$ cat src/rtl/core/midi_event_command_decoder_assert.svh
// assertion macros shared by the midi event command decoder modules
`ifndef MIDI_EVENT_COMMAND_DECODER_ASSERT_SVH
`define MIDI_EVENT_COMMAND_DECODER_ASSERT_SVH

`ifndef SYNTH

// property that must hold at every clock edge out of reset
`define MECD_ASSERT(label, prop, msg) \
    label: assert property (@(posedge clk) disable iff (!rst_n) (prop)) \
        else $error(msg);

// consequent must hold in the same cycle as the antecedent
`define MECD_ASSERT_IMPL(label, ante, cons, msg) \
    label: assert property (@(posedge clk) disable iff (!rst_n) (ante) |-> (cons)) \
        else $error(msg);

// consequent must hold in the cycle after the antecedent
`define MECD_ASSERT_NEXT(label, ante, cons, msg) \
    label: assert property (@(posedge clk) disable iff (!rst_n) (ante) |=> (cons)) \
        else $error(msg);

`else

`define MECD_ASSERT(label, prop, msg)
`define MECD_ASSERT_IMPL(label, ante, cons, msg)
`define MECD_ASSERT_NEXT(label, ante, cons, msg)

`endif

`endif

$ cat src/rtl/core/mecd_pkg.sv
// shared types, codes and constants of the midi event command decoder
package mecd_pkg;

    // defaults for the top level parameters
    localparam int CHANNELS_DEF   = 16;
    localparam int INDEX_BITS_DEF = 16;
    localparam int QUEUE_DEPTH    = 2;

    // field widths
    localparam int TPQ_BITS     = 15;
    localparam int SRATE_BITS   = 18;
    localparam int TEMPO_BITS   = 24;
    localparam int RATE_BITS    = 20;
    localparam int JUMP_BITS    = 16;
    localparam int CFG_IDX_BITS = 1;
    localparam int CFG_DATA_BITS = 18;
    localparam int NUM_BITS     = TEMPO_BITS + SRATE_BITS;   // 42
    localparam int DEN_BITS     = 20 + TPQ_BITS;             // 35
    localparam int STEP_BITS    = $clog2(RATE_BITS);

    localparam logic [19:0]            US_PER_SEC   = 20'd1000000;
    localparam logic [RATE_BITS-1:0]   VALUE_MAX    = {RATE_BITS{1'b1}};
    localparam logic [TPQ_BITS-1:0]    TPQ_RESET    = 15'd24;
    localparam logic [SRATE_BITS-1:0]  SRATE_RESET  = 18'd48000;

    // configuration register indexes
    localparam logic [CFG_IDX_BITS-1:0] REG_TICKS_PER_QUARTER = 1'd0;
    localparam logic [CFG_IDX_BITS-1:0] REG_SAMPLE_RATE       = 1'd1;

    // event kinds
    localparam logic [1:0] FUNC_CHANNEL = 2'd0;
    localparam logic [1:0] FUNC_TEMPO   = 2'd1;
    localparam logic [1:0] FUNC_TEXT    = 2'd2;

    // text marker codes
    localparam logic [1:0] MARK_LOOP_BEGIN = 2'd1;
    localparam logic [1:0] MARK_LOOP_END   = 2'd2;

    // status high nibble codes
    localparam logic [3:0] KIND_NOTE_OFF = 4'h8;
    localparam logic [3:0] KIND_NOTE_ON  = 4'h9;
    localparam logic [3:0] KIND_CONTROL  = 4'hB;
    localparam logic [3:0] KIND_PROGRAM  = 4'hC;
    localparam logic [3:0] KIND_BEND     = 4'hE;

    // controller numbers that map to commands
    localparam logic [6:0] CC_MOD       = 7'd1;
    localparam logic [6:0] CC_VOL       = 7'd7;
    localparam logic [6:0] CC_PAN       = 7'd10;
    localparam logic [6:0] CC_EXPR      = 7'd11;
    localparam logic [6:0] CC_LFO_SPEED = 7'd21;
    localparam logic [6:0] CC_MOD_TYPE  = 7'd22;
    localparam logic [6:0] CC_LFO_DELAY = 7'd26;

    typedef enum logic [3:0] {
        CMD_NOTE_OFF  = 4'd0,
        CMD_LFO_RESET = 4'd1,
        CMD_NOTE_ON   = 4'd2,
        CMD_MOD       = 4'd3,
        CMD_VOL       = 4'd4,
        CMD_PAN       = 4'd5,
        CMD_EXPR      = 4'd6,
        CMD_LFO_SPEED = 4'd7,
        CMD_MOD_TYPE  = 4'd8,
        CMD_LFO_DELAY = 4'd9,
        CMD_BEND      = 4'd10,
        CMD_TICK_RATE = 4'd11,
        CMD_LOOP_JUMP = 4'd12
    } cmd_t;

    // decoded operation handed from the front to the back
    typedef struct packed {
        cmd_t                  cmd;
        logic [3:0]            channel;
        logic [6:0]            key;
        logic [6:0]            velocity;
        logic [6:0]            program_res;
        logic [TEMPO_BITS-1:0] arg;       // value, or tempo for tick rate
        logic [JUMP_BITS-1:0]  jump_index;
        logic                  pair;      // lfo reset goes out first
    } op_t;

    typedef enum logic [2:0] {
        B_IDLE,
        B_MUL,
        B_CHK,
        B_DIV,
        B_FIRST,
        B_LAST
    } back_state_t;

endpackage

$ cat src/rtl/core/mecd_queue.sv
// small fifo of decoded operations between front and back
module mecd_queue
    import mecd_pkg::*;
#(
    parameter int DEPTH = QUEUE_DEPTH
) (
    input  logic clk,
    input  logic rst_n,
    input  logic push,
    input  op_t  push_op,
    input  logic pop,
    output op_t  head_op,
    output logic full,
    output logic empty
);

    localparam int PTR_BITS = (DEPTH > 1) ? $clog2(DEPTH) : 1;
    localparam int CNT_BITS = $clog2(DEPTH + 1);

    op_t                 mem_reg [DEPTH];
    logic [PTR_BITS-1:0] wr_ptr_reg, wr_ptr_next;
    logic [PTR_BITS-1:0] rd_ptr_reg, rd_ptr_next;
    logic [CNT_BITS-1:0] count_reg, count_next;

    assign full    = (count_reg == CNT_BITS'(DEPTH));
    assign empty   = (count_reg == '0);
    assign head_op = mem_reg[rd_ptr_reg];

    // pointer and fill count update
    always_comb
    begin
        wr_ptr_next = wr_ptr_reg;
        rd_ptr_next = rd_ptr_reg;
        count_next  = count_reg;
        if (push)
        begin
            wr_ptr_next = (wr_ptr_reg == PTR_BITS'(DEPTH - 1)) ? '0 : wr_ptr_reg + 1'b1;
        end
        if (pop)
        begin
            rd_ptr_next = (rd_ptr_reg == PTR_BITS'(DEPTH - 1)) ? '0 : rd_ptr_reg + 1'b1;
        end
        if (push && !pop)
        begin
            count_next = count_reg + 1'b1;
        end
        else if (pop && !push)
        begin
            count_next = count_reg - 1'b1;
        end
    end

    always_ff @(posedge clk or negedge rst_n)
    begin
        if (!rst_n)
        begin
            wr_ptr_reg <= '0;
            rd_ptr_reg <= '0;
            count_reg  <= '0;
        end
        else
        begin
            wr_ptr_reg <= wr_ptr_next;
            rd_ptr_reg <= rd_ptr_next;
            count_reg  <= count_next;
        end
    end

    // entry storage
    always_ff @(posedge clk)
    begin
        if (push)
        begin
            mem_reg[wr_ptr_reg] <= push_op;
        end
    end

`include "midi_event_command_decoder_assert.svh"

    `MECD_ASSERT_IMPL(a_no_push_full, push, !full, "queue push while full")
    `MECD_ASSERT_IMPL(a_no_pop_empty, pop, !empty, "queue pop while empty")
    `MECD_ASSERT_NEXT(a_count_grows, push && !pop, count_reg == $past(count_reg) + 1'b1, "queue count did not grow on push")

endmodule

$ cat src/rtl/core/mecd_front.sv
// front end: accepts events, keeps program and loop state, classifies into operations
module mecd_front
    import mecd_pkg::*;
#(
    parameter int CHANNELS   = CHANNELS_DEF,
    parameter int INDEX_BITS = INDEX_BITS_DEF
) (
    input  logic        clk,
    input  logic        rst_n,
    input  logic        s_axis_tvalid,
    output logic        s_axis_tready,
    input  logic [63:0] s_axis_tdata,
    input  logic [1:0]  s_axis_tuser,
    input  logic        q_full,
    output logic        push,
    output op_t         push_op
);

    localparam int CH_BITS = (CHANNELS > 1) ? $clog2(CHANNELS) : 1;
    localparam logic [4:0] CH_LIMIT = 5'(CHANNELS);

    logic [6:0]            programs_reg [CHANNELS];
    logic                  loop_valid_reg;
    logic [INDEX_BITS-1:0] loop_start_reg;

    logic                  accept;
    logic [1:0]            func;
    logic [7:0]            status;
    logic [6:0]            data1;
    logic [6:0]            data2;
    logic [TEMPO_BITS-1:0] tempo_us;
    logic [1:0]            marker;
    logic [15:0]           event_index;
    logic [3:0]            kind;
    logic [3:0]            chan;
    logic                  chan_ok;
    logic [6:0]            chan_prog;
    logic                  prog_we;
    logic                  loop_set;
    logic [31:0]           index_wide;
    logic [31:0]           start_wide;

    // unpack the event
    assign func        = s_axis_tuser;
    assign status      = s_axis_tdata[7:0];
    assign data1       = s_axis_tdata[14:8];
    assign data2       = s_axis_tdata[21:15];
    assign tempo_us    = s_axis_tdata[45:22];
    assign marker      = s_axis_tdata[47:46];
    assign event_index = s_axis_tdata[63:48];
    assign kind        = status[7:4];
    assign chan        = status[3:0];

    assign s_axis_tready = !q_full;
    assign accept        = s_axis_tvalid && s_axis_tready;

    // program lookup, channels past the store read as program zero
    assign chan_ok    = ({1'b0, chan} < CH_LIMIT);
    assign chan_prog  = chan_ok ? programs_reg[chan[CH_BITS-1:0]] : 7'd0;
    assign index_wide = {16'd0, event_index};
    assign start_wide = 32'(loop_start_reg);

    // classify the event
    always_comb
    begin
        push     = 1'b0;
        push_op  = '0;
        prog_we  = 1'b0;
        loop_set = 1'b0;
        push_op.channel = chan;
        case (func)
            FUNC_CHANNEL:
            begin
                case (kind)
                    KIND_NOTE_OFF:
                    begin
                        push        = accept;
                        push_op.cmd = CMD_NOTE_OFF;
                        push_op.key = data1;
                    end
                    KIND_NOTE_ON:
                    begin
                        push        = accept;
                        push_op.key = data1;
                        if (data2 == 7'd0)
                        begin
                            push_op.cmd = CMD_NOTE_OFF;
                        end
                        else
                        begin
                            push_op.cmd         = CMD_NOTE_ON;
                            push_op.velocity    = data2;
                            push_op.program_res = chan_prog;
                            push_op.pair        = 1'b1;
                        end
                    end
                    KIND_CONTROL:
                    begin
                        push        = accept;
                        push_op.arg = TEMPO_BITS'(data2);
                        case (data1)
                            CC_MOD:       push_op.cmd = CMD_MOD;
                            CC_VOL:       push_op.cmd = CMD_VOL;
                            CC_PAN:       push_op.cmd = CMD_PAN;
                            CC_EXPR:      push_op.cmd = CMD_EXPR;
                            CC_LFO_SPEED: push_op.cmd = CMD_LFO_SPEED;
                            CC_MOD_TYPE:  push_op.cmd = CMD_MOD_TYPE;
                            CC_LFO_DELAY: push_op.cmd = CMD_LFO_DELAY;
                            default:      push        = 1'b0;
                        endcase
                    end
                    KIND_PROGRAM:
                    begin
                        prog_we = accept && chan_ok;
                    end
                    KIND_BEND:
                    begin
                        push        = accept;
                        push_op.cmd = CMD_BEND;
                        push_op.arg = TEMPO_BITS'({data2, data1});
                    end
                    default:
                    begin
                        push = 1'b0;
                    end
                endcase
            end
            FUNC_TEMPO:
            begin
                // zero results are dropped after the divide
                push            = accept;
                push_op.cmd     = CMD_TICK_RATE;
                push_op.channel = 4'd0;
                push_op.arg     = tempo_us;
            end
            FUNC_TEXT:
            begin
                push_op.channel = 4'd0;
                if (marker == MARK_LOOP_BEGIN)
                begin
                    loop_set = accept;
                end
                else if (marker == MARK_LOOP_END && loop_valid_reg)
                begin
                    push               = accept;
                    push_op.cmd        = CMD_LOOP_JUMP;
                    push_op.jump_index = start_wide[JUMP_BITS-1:0];
                end
            end
            default:
            begin
                push = 1'b0;
            end
        endcase
    end

    // program store and loop state
    always_ff @(posedge clk or negedge rst_n)
    begin
        if (!rst_n)
        begin
            for (int i = 0; i < CHANNELS; i++)
            begin
                programs_reg[i] <= 7'd0;
            end
            loop_valid_reg <= 1'b0;
            loop_start_reg <= '0;
        end
        else
        begin
            if (prog_we)
            begin
                programs_reg[chan[CH_BITS-1:0]] <= data1;
            end
            if (loop_set)
            begin
                loop_valid_reg <= 1'b1;
                loop_start_reg <= index_wide[INDEX_BITS-1:0];
            end
        end
    end

endmodule

$ cat src/rtl/core/mecd_back.sv
// back end: tick rate divide and command output register
module mecd_back
    import mecd_pkg::*;
(
    input  logic                  clk,
    input  logic                  rst_n,
    input  logic [TPQ_BITS-1:0]   ticks_per_quarter,
    input  logic [SRATE_BITS-1:0] sample_rate,
    input  logic                  q_empty,
    input  op_t                   head_op,
    output logic                  pop,
    output logic                  m_axis_tvalid,
    input  logic                  m_axis_tready,
    output logic [63:0]           m_axis_tdata,
    output logic [3:0]            m_axis_tuser,
    output logic                  m_axis_tlast
);

    back_state_t           state_reg, state_next;
    op_t                   op_reg, op_next;
    logic [NUM_BITS-1:0]   num_reg, num_next;
    logic [DEN_BITS-1:0]   den_reg, den_next;
    logic [DEN_BITS-1:0]   rem_reg, rem_next;
    logic [RATE_BITS-1:0]  quot_reg, quot_next;
    logic [STEP_BITS-1:0]  step_reg, step_next;

    logic                  out_valid_reg;
    logic                  out_valid_next;
    logic [63:0]           out_data_reg, out_data_next;
    logic [3:0]            out_user_reg, out_user_next;
    logic                  out_last_reg, out_last_next;

    logic                  out_free;
    logic                  load;
    logic [TPQ_BITS-1:0]   tpq_eff;
    logic                  saturate;
    logic [DEN_BITS:0]     trial;
    logic                  trial_ge;
    logic [RATE_BITS-1:0]  rate_value;

    assign out_free = !out_valid_reg || m_axis_tready;
    assign tpq_eff  = (ticks_per_quarter == '0) ? TPQ_BITS'(1) : ticks_per_quarter;
    assign saturate = ({{RATE_BITS{1'b0}}, num_reg} >= {den_reg, {RATE_BITS{1'b0}}});
    assign trial    = {rem_reg, num_reg[RATE_BITS-1]};
    assign trial_ge = (trial >= {1'b0, den_reg});
    assign rate_value = (op_reg.cmd == CMD_TICK_RATE) ? quot_reg : op_reg.arg[RATE_BITS-1:0];

    // next state
    always_comb
    begin
        state_next = state_reg;
        case (state_reg)
            B_IDLE:
            begin
                if (!q_empty)
                begin
                    if (head_op.cmd == CMD_TICK_RATE)
                    begin
                        state_next = B_MUL;
                    end
                    else if (head_op.pair)
                    begin
                        state_next = B_FIRST;
                    end
                    else
                    begin
                        state_next = B_LAST;
                    end
                end
            end
            B_MUL:
            begin
                state_next = B_CHK;
            end
            B_CHK:
            begin
                state_next = saturate ? B_LAST : B_DIV;
            end
            B_DIV:
            begin
                if (step_reg == '0)
                begin
                    state_next = ({quot_reg[RATE_BITS-2:0], trial_ge} == '0) ? B_IDLE : B_LAST;
                end
            end
            B_FIRST:
            begin
                if (out_free)
                begin
                    state_next = B_LAST;
                end
            end
            B_LAST:
            begin
                if (out_free)
                begin
                    state_next = B_IDLE;
                end
            end
            default:
            begin
                state_next = B_IDLE;
            end
        endcase
    end

    // datapath and output register loads
    always_comb
    begin
        pop           = 1'b0;
        load          = 1'b0;
        op_next       = op_reg;
        num_next      = num_reg;
        den_next      = den_reg;
        rem_next      = rem_reg;
        quot_next     = quot_reg;
        step_next     = step_reg;
        out_data_next = out_data_reg;
        out_user_next = out_user_reg;
        out_last_next = out_last_reg;
        case (state_reg)
            B_IDLE:
            begin
                if (!q_empty)
                begin
                    pop     = 1'b1;
                    op_next = head_op;
                end
            end
            B_MUL:
            begin
                num_next = NUM_BITS'(op_reg.arg) * NUM_BITS'(sample_rate);
                den_next = DEN_BITS'(US_PER_SEC) * DEN_BITS'(tpq_eff);
            end
            B_CHK:
            begin
                // quotient would not fit, clamp; else divide the low bits
                if (saturate)
                begin
                    quot_next = VALUE_MAX;
                end
                else
                begin
                    rem_next  = DEN_BITS'(num_reg[NUM_BITS-1:RATE_BITS]);
                    quot_next = '0;
                    step_next = STEP_BITS'(RATE_BITS - 1);
                end
            end
            B_DIV:
            begin
                // one restoring step per cycle
                rem_next  = trial_ge ? DEN_BITS'(trial - {1'b0, den_reg}) : trial[DEN_BITS-1:0];
                quot_next = {quot_reg[RATE_BITS-2:0], trial_ge};
                num_next  = num_reg << 1;
                step_next = step_reg - 1'b1;
            end
            B_FIRST:
            begin
                if (out_free)
                begin
                    load          = 1'b1;
                    out_user_next = CMD_LFO_RESET;
                    out_data_next = {60'd0, op_reg.channel};
                    out_last_next = 1'b0;
                end
            end
            B_LAST:
            begin
                if (out_free)
                begin
                    load          = 1'b1;
                    out_user_next = op_reg.cmd;
                    out_data_next = {3'd0, op_reg.jump_index, rate_value,
                                     op_reg.program_res, op_reg.velocity,
                                     op_reg.key, op_reg.channel};
                    out_last_next = 1'b1;
                end
            end
            default:
            begin
                load = 1'b0;
            end
        endcase
        out_valid_next = load ? 1'b1 : (out_valid_reg && !m_axis_tready);
    end

    always_ff @(posedge clk or negedge rst_n)
    begin
        if (!rst_n)
        begin
            state_reg     <= B_IDLE;
            out_valid_reg <= 1'b0;
        end
        else
        begin
            state_reg     <= state_next;
            out_valid_reg <= out_valid_next;
        end
    end

    // payload registers
    always_ff @(posedge clk)
    begin
        op_reg       <= op_next;
        num_reg      <= num_next;
        den_reg      <= den_next;
        rem_reg      <= rem_next;
        quot_reg     <= quot_next;
        step_reg     <= step_next;
        out_data_reg <= out_data_next;
        out_user_reg <= out_user_next;
        out_last_reg <= out_last_next;
    end

    assign m_axis_tvalid = out_valid_reg;
    assign m_axis_tdata  = out_data_reg;
    assign m_axis_tuser  = out_user_reg;
    assign m_axis_tlast  = out_last_reg;

`include "midi_event_command_decoder_assert.svh"

    `MECD_ASSERT_IMPL(a_pop_in_idle, pop, state_reg == B_IDLE, "operation taken while busy")
    `MECD_ASSERT_IMPL(a_rem_below_den, state_reg == B_DIV, rem_reg < den_reg, "divider remainder out of range")
    `MECD_ASSERT_IMPL(a_load_when_free, load, out_free, "output register overwritten")
    `MECD_ASSERT_NEXT(a_first_then_last, state_reg == B_FIRST && out_free, state_reg == B_LAST, "note-on did not follow lfo reset")

endmodule

$ cat src/rtl/core/midi_event_command_decoder.sv
// top level of the midi event command decoder
//
//  channel   dir  handshake               carries
//  s_axis    in   s_axis_tvalid/tready    one song event, kind in tuser
//  m_axis    out  m_axis_tvalid/tready    one synth command, cmd in tuser, tlast ends event
//  cfg       in   cfg_valid/cfg_ready     register write, index and data
//
// channel messages and loop jumps are registered in the queue, op_reg and out_data_reg
// tempo events use the 20-step restoring divider in the back end, skipped when saturated
// up to two decoded events wait in the queue while the back end is busy or stalled
// rst_n clears the program store, the loop state and the configuration to defaults
// cfg_ready is always high; writes belong between events, with nothing in flight
module midi_event_command_decoder
    import mecd_pkg::*;
#(
    parameter int CHANNELS   = CHANNELS_DEF,
    parameter int INDEX_BITS = INDEX_BITS_DEF
) (
    input  logic                     clk,
    input  logic                     rst_n,
    input  logic                     s_axis_tvalid,
    output logic                     s_axis_tready,
    // status, data1, data2, tempo_us, marker, event_index
    input  logic [63:0]              s_axis_tdata,
    // func
    input  logic [1:0]               s_axis_tuser,
    output logic                     m_axis_tvalid,
    input  logic                     m_axis_tready,
    // channel, key, velocity, program_res, value, jump_index, zero pad
    output logic [63:0]              m_axis_tdata,
    // cmd
    output logic [3:0]               m_axis_tuser,
    output logic                     m_axis_tlast,
    input  logic                     cfg_valid,
    output logic                     cfg_ready,
    input  logic [CFG_IDX_BITS-1:0]  cfg_index,
    input  logic [CFG_DATA_BITS-1:0] cfg_data
);

    logic [TPQ_BITS-1:0]   tpq_reg;
    logic [SRATE_BITS-1:0] srate_reg;
    logic                  q_full;
    logic                  q_empty;
    logic                  push;
    logic                  pop;
    op_t                   push_op;
    op_t                   head_op;

    // configuration registers
    assign cfg_ready = 1'b1;

    always_ff @(posedge clk or negedge rst_n)
    begin
        if (!rst_n)
        begin
            tpq_reg   <= TPQ_RESET;
            srate_reg <= SRATE_RESET;
        end
        else if (cfg_valid && cfg_ready)
        begin
            case (cfg_index)
                REG_TICKS_PER_QUARTER: tpq_reg   <= cfg_data[TPQ_BITS-1:0];
                REG_SAMPLE_RATE:       srate_reg <= cfg_data[SRATE_BITS-1:0];
                default:               tpq_reg   <= tpq_reg;
            endcase
        end
    end

    // event decode and state
    mecd_front #(
        .CHANNELS   (CHANNELS),
        .INDEX_BITS (INDEX_BITS)
    ) u_front (
        .clk           (clk),
        .rst_n         (rst_n),
        .s_axis_tvalid (s_axis_tvalid),
        .s_axis_tready (s_axis_tready),
        .s_axis_tdata  (s_axis_tdata),
        .s_axis_tuser  (s_axis_tuser),
        .q_full        (q_full),
        .push          (push),
        .push_op       (push_op)
    );

    // operation queue
    mecd_queue #(
        .DEPTH (QUEUE_DEPTH)
    ) u_queue (
        .clk     (clk),
        .rst_n   (rst_n),
        .push    (push),
        .push_op (push_op),
        .pop     (pop),
        .head_op (head_op),
        .full    (q_full),
        .empty   (q_empty)
    );

    // command generation
    mecd_back u_back (
        .clk               (clk),
        .rst_n             (rst_n),
        .ticks_per_quarter (tpq_reg),
        .sample_rate       (srate_reg),
        .q_empty           (q_empty),
        .head_op           (head_op),
        .pop               (pop),
        .m_axis_tvalid     (m_axis_tvalid),
        .m_axis_tready     (m_axis_tready),
        .m_axis_tdata      (m_axis_tdata),
        .m_axis_tuser      (m_axis_tuser),
        .m_axis_tlast      (m_axis_tlast)
    );

endmodule

$ cat config.mk
export PLATFORM = sky130hd
export DESIGN_NAME = midi_event_command_decoder
export DESIGN_NICKNAME = d
export VERILOG_FILES = /design/src/rtl/core/mecd_pkg.sv /design/src/rtl/core/mecd_queue.sv /design/src/rtl/core/mecd_front.sv /design/src/rtl/core/mecd_back.sv /design/src/rtl/core/midi_event_command_decoder.sv
export VERILOG_INCLUDE_DIRS = /design/src /design/src/rtl/core
export SDC_FILE = /design/constraint.sdc
export NUM_CORES = 2
export LEC_CHECK = 0
export BUFFER_PORTS_ARGS = -buffer_cell sky130_fd_sc_hd__buf_2
export CORE_ASPECT_RATIO = 0.7
export CORE_UTILIZATION = 45
export CTS_CLUSTER_DIAMETER = 50
export DETAILED_ROUTE_END_ITERATION = 12
export PLACE_DENSITY_LB_ADDON = 0.25
export SETUP_SLACK_MARGIN = 0.4
export SLEW_MARGIN = 15
export SYNTH_ARGS = -nofsm -noshare
export SYNTH_HDL_FRONTEND = slang
export SYNTH_SLANG_ARGS = --single-unit
$ cat constraint.sdc
create_clock -name clk -period 6.61 [get_ports clk]
set_clock_uncertainty 0.15 [all_clocks]
set_input_delay 0.661 -clock clk [delete_from_list [all_inputs] [get_ports clk]]
set_output_delay 0.661 -clock clk [all_outputs]
set_load 0.01 [all_outputs]
== Word-level counts from Yosys, hierarchy flattened ==
Memories as Yosys holds them, arrays and structs flattened.
Cells that the tools add are included.
W data, S select, Z words.
Word-level totals
  input port bits: 90
  ROM bits: 0
  bits in latches: 0
  bits in writable memories: 140
  register bits after elaboration: 439
  output and inout port bits: 72
  word-level logic and storage cells: 192
  memories kept: 1
Memory list
  u_queue.mem_reg: words 2, width 70, read ports 1, clocked after memory_dff 0, wr ports 1, RTL line mecd_queue.sv:20  | op_t mem_reg [DEPTH];
Operators by class
  shift-type cells: 0
  equal/unequal tests: 29
  multiply operators: 2
  div/mod/pow operators: 0
  magnitude comparators: 4
  muxes and demuxes: 73
  bitwise logic cells: 3
  add/sub/neg operators: 6
  reductions and logical operators: 34
Operator list (count)
  $mux W64: 2
  $pmux W64 S2: 1
  $bwmux W112: 1
  $pmux W42 S2: 1
  $mux W35: 2
  $pmux W35 S2: 1
  $ge A42 B55 Y1: 1
  $mux W16: 3
  $pmux W24 S2: 1
  $mul A24 B18 Y42: 1
  $mux W20: 2
  $pmux W20 S2: 1
  $ge A36 B35 Y1: 1
  $sub A35 B35 Y35: 1
  $mul A14 B15 Y29 const A: 1
  $bmux W7 S4: 1
  $demux W7 S4: 1
  $eq A4 B4 Y1 const B: 7
  $mux W14: 2
  $mux W7: 4
  $pmux W14 S2: 1
  $pmux W4 S7: 1
  $pmux W4 S3: 2
  $mux W1: 22
  46 further kinds: 90

== Logic depth before layout (Yosys ltp) ==
  word-level depth: 10
  gate-level depth with buffers: 26
  gate-level depth less buffers: 25

== By module ==
A second synthesis with hierarchy kept.
Unflattened totals
  cell total of the unflattened synthesis: 3759
  area total of the unflattened synthesis: 42772.3 um^2
Modules (own cells, without submodules)
  mecd_back: instances 1, sequential area each 8087.8 um^2, cells each 2952, area each 29298.1 um^2
  mecd_front: instances 1, sequential area each 3228.1 um^2, cells each 500, area each 6572.6 um^2
  mecd_queue: instances 1, sequential area each 4304.1 um^2, cells each 234, area each 5589.1 um^2
  midi_event_command_decoder: instances 1, sequential area each 837.1 um^2, cells each 73, area each 1312.5 um^2

== Worst setup path after synthesis ==
Ideal clock, no wire load.
  path kind: reg2reg
  start: register srate_reg[11]
  end: register u_back.num_reg[41] (data pin)
  clock period less this slack: 6866 ps
  path buffers: 2
  stages on the path, launching flop included: 26
  setup slack: -256 ps
  arrival time: 6450 ps
  data required time: 6194 ps
  setup time: 266 ps
  cells stage by stage: dfstp_2 -> clkbuf_1 -> clkbuf_1 -> nand2_1 -> fa_1 -> inv_1 -> fa_1 -> inv_1 -> fa_1 -> inv_1 -> fa_1 -> fa_1 -> inv_1 -> fa_1 -> inv_1 -> ha_1 -> a21oi_1 -> o211ai_1 -> a221oi_1 -> a41o_1 -> o21bai_1 -> o221a_1 -> o21a_1 -> o41ai_2 -> xnor2_1 -> o21ai_1
Between the ends
  word-level cells in the longest chain between the ends: 2
RTL lines
  from (decl): RTL line midi_event_command_decoder.sv:41  | logic [SRATE_BITS-1:0] srate_reg;
  from (signal assigned): RTL line midi_event_command_decoder.sv:63  | REG_SAMPLE_RATE: srate_reg <= cfg_data[SRATE_BITS-1:0];
  $mul A24 B18 Y42: RTL line mecd_back.sv:132  | num_next = NUM_BITS'(op_reg.arg) * NUM_BITS'(sample_rate);
  $pmux W42 S2: RTL line mecd_back.sv:121  | case (state_reg)
  net u_back.num_next[41]: RTL line mecd_back.sv:21  | logic [NUM_BITS-1:0] num_reg, num_next;
  to (signal assigned): RTL line mecd_back.sv:205  | num_reg <= num_next;
  to (decl): RTL line mecd_back.sv:21
The timed path passes the listed nets, and every way through them passes these cells.
A chain may end at the register's enable or synchronous reset.

== Worst setup path in the final report ==
  start: register u_back.op_reg[24] in the netlist's numbering
  end: register u_back.num_reg[39] (data pin)
Between the ends
  word-level cells in the longest chain between the ends: 2
RTL lines
  from (decl): RTL line mecd_back.sv:20  | op_t op_reg, op_next;
  from (signal assigned): RTL line mecd_back.sv:204  | op_reg <= op_next;
  $mul A24 B18 Y42: RTL line mecd_back.sv:132
  $pmux W42 S2: RTL line mecd_back.sv:121
  net u_back.num_next[39]: RTL line mecd_back.sv:21
The timed path passes the listed nets, and every way through them passes these cells.

==> summary by stage <==
STA
Subtracting the final worst setup slack from the clock period gives 6.81 ns. The final critical-path setup slack is -0.201 ns. The worst pin sits at a relative slew slack of approximately a third. The slew at the pin with the worst max-slew slack is just under 1 ns.

Hold timing on the final database bottoms out at a slack of ~0.062 ns. Setup violations remaining at the end of the flow were counted as 7. The number of hold-slack violations in the final timing report was 0. The number of max-slew violations in the final report is 0. The maximum clock frequency is 147 MHz.

The part of the cycle the worst path needs is 103%. Setup repair after global routing could not meet its margin everywhere.

Final layout
The number of nets in the final layout is 4844. The library cell used most frequently in the layout, excluding fill and tap cells, is inv_1. After routing the design area is 0.0498 mm^2.

0 antenna diodes ended up in the layout. The number of flip-flops in the largest register is 140. The multi-input combinational cells in the finished layout cover a total of between 0.02 and 0.025 mm^2. Counting the fill cells in the layout gives 7971. The proportion of layout cells with a drive suffix above 1 is 23.9%. In the layout the commonest cells are 533 x inv_1, 459 x nand2_1, 406 x edfxtp_1. From synthesis to final layout, the design area changed by 17.7%. After the flow finishes, the layout carries non-filler instances totaling 5368. The area taken by flip-flops and latches is 0.0165 mm^2.

Critical path
The peak fanout along the critical path is 6. The launching element type of the critical path is a flop. Data on the critical path arrives at its endpoint at 7.00 ns. STA classifies the critical path endpoint as a flop. STA puts the critical path data required time at 6.80 ns. The startpoint-to-endpoint class of the critical path is reg2reg.

Clocking
TritonCTS built the clock tree. Clock tree synthesis selected as its root buffer the cell clkbuf_16. CTS saw ~580 sinks.

The clock passes through at most 3 buffers. The insertion delay to the later sink of the worst-skew pair is 0.68 ns. In this run the number of H-tree levels came out at 2. After clock tree synthesis, the clock-pin slew on the worst setup and hold paths is 0.06 ns. In this run, CTS created clock tree buffers numbering 60.

Global routing
The first global-routing pass estimated about 170000 um of wire. The global-route usage over all layers is 23.2%. The global route total overflow is 0. The initial antenna violation count is 3. The number of global-route vias before repair is 29100.

The pin count of the biggest net entering global routing is between 100 and 150.

Floorplanning
During I/O placement, the number of pins put on the boundary was between 150 and 200. For this configuration, the core starts out at a cell density of a little under half. The die outline width is 369 um. The site row count is 93.

The area of the die is approximately 0.095 mm^2. The region available for standard cell placement spans approximately 0.09 mm^2. Measured along the y axis, the die boundary spans 259 um.

Yosys
Counting every instance in the synthesized netlist gives ~3800. The synthesized area per cell is 11.2 um^2. The cell type with the highest aggregate area in the netlist is edfxtp_1. In this run, synthesis produced a sequential element count of 576. The count of distinct cell types in the synthesized netlist is approximately 80.

In this run, synthesis inferred 406 flip-flops with an integrated enable. Ranked by total cell area, the synthesized netlist is headed by edfxtp_1 29%, fa_1 19%, dfrtp_1 9.5%. The share of async-settable or async-resettable flops after synthesis is 29.5%.

The main flop type after synthesis is edfxtp_1. Of the synthesized area, sequential elements account for 38.9%. After synthesis the cells add up to 0.0424 mm^2. The yosys synthesis warning count is 0.

The share of Yosys cell area claimed by the top area cell type is 28.8%.

Route
Before antenna repair, the detailed router went through 6 iterations. The via density per instance is 5.37. The total DRC errors in the routed layout is 0. Across all layers, the routed design uses 28800 vias. The number of nets still failing antenna checks after routing is 0.

The violation count after the first detailed-routing iteration is 2463. For this block, the routed nets add up to 110000 um of wire. The routed wirelength normalized by instance count is 20.5 um.

Status
The checks that failed: negative setup slack. The run finished, with violations left.

Placement
The placed wire-length estimate is 82100 um. Once placement completed, the tool counted placed cells totaling 5197. The post-placement worst setup slack is -0.324 ns. The total of buffers placed on input and output ports is 157. The weighted congestion reported at the end of routability-driven placement is 0.915. Summing all placed instances gives a cell area of 0.0463 mm^2.

Flow run
The number of max-cap violations is 0.

Hold path
The type of the tightest min-delay check is in2reg.
cell type report:
| class | instances | share of cell area (%) |
|---|---|---|
| inverters | 558 | 4.21 |
| clock inverters | 27 | 0.768 |
| clock buffers | 87 | 3.44 |
| multi-input cells | 2441 | 48.4 |
| flip-flops and latches | 576 | 33.1 |
| well taps | 1235 | 3.10 |
| repair buffers | 444 | 7.05 |
worst max-delay path: stages (launching register included):
cell and delay (ns):
edfxtp_1 0.51, buf_6 0.20, buf_4 0.15, and2_1 0.16, fa_1 0.50, fa_1 0.44, fa_1 0.56, fa_2 0.45
fa_1 0.49, inv_1 0.06, fa_1 0.53, inv_2 0.05, ha_4 0.28, nand2_1 0.08, or4_4 0.51, a21o_1 0.18
a41o_1 0.23, o21bai_1 0.13, buf_4 0.15, o221a_1 0.20, o21a_1 0.15, nor2_1 0.06, xnor2_1 0.16, o21ai_1 0.09
per-stage QoR:
step,util [%],TNS (ns)
3_5_place_dp,50.0,-2.23
3_3_place_gp,50.0,-1.65
2_1_floorplan,-,0
5_1_grt,53.8,-3.91
6_report,53.8,-0.795
4_1_cts,53.1,-0.625
per-layer routing:
layer,track usage [%],share of wire (%)
met1,37.1,49
met2,31.3,40
met3,6.26,9.2
met4,3.79,1.4
met5,0,0
cells in the mapped netlist (all sizes together) (8+ instances only):
library cell,n
xor2,37
and3,67
clkbuf,170
nand3,22
nand2b,17
ha,271
dfrtp,161
o31ai,12
nor2,92
o21bai,15
fa,402
o21ai,104
mux2,218
inv,558
dfstp,9
mux2i,8
o21a,22
a31oi,15
a21o,55
and2,200
buf,26
nand2,474
a21oi,132
xnor2,48
nor2b,25
nand4,16
edfxtp,406
nor3,28
mux4,35
nor4,19
cell families (layout without fill, tap and decap cells):
kind of cell | count (synthesis) | in the layout | share of synthesized area [%]
AND/OR/NAND/NOR | 994 | 994 | 11.4
buffers and inverters | 754 | 1116 | 6.79
adder cells (fa/ha/maj) | 673 | 673 | 27.0
flip-flops | 576 | 576 | 38.9
AO/OA/AOI/OAI | 424 | 424 | 6.34
multiplexers | 261 | 261 | 7.85
XOR/XNOR | 85 | 85 | 1.76
other | 2 | 4 | 0.0177
worst paths after layout:
kind / start / endpoint / slack, ns / cells past startpoint
max in group asynchronous: rst_n / u_queue.rd_ptr_reg / 4.49 / 3
max: u_back.op_reg[24] / u_back.num_reg[39] / -0.20 / 23
min reg2reg: u_back.op_reg[63] / u_back.m_axis_tdata[1] / 0.28 / 0
max reg2reg: u_back.op_reg[24] / u_back.num_reg[39] / -0.20 / 23
min in group asynchronous: rst_n / u_front.programs_reg[62] / 0.53 / 2
min: s_axis_tdata[52] / u_front.loop_start_reg[4] / 0.06 / 2
repair_timing:
action,CTS,global route
resized for setup,91,112
setup buffers,30,25
setup endpoints to repair,28,33
cloned,1,0
endpoints found under the hold margin,97,0
hold buffers,1,0
pin swaps,50,76
Power is left out: the tool's default activity adds up to more than one toggle a clock period on the data nets, which glitch-free logic cannot reach.
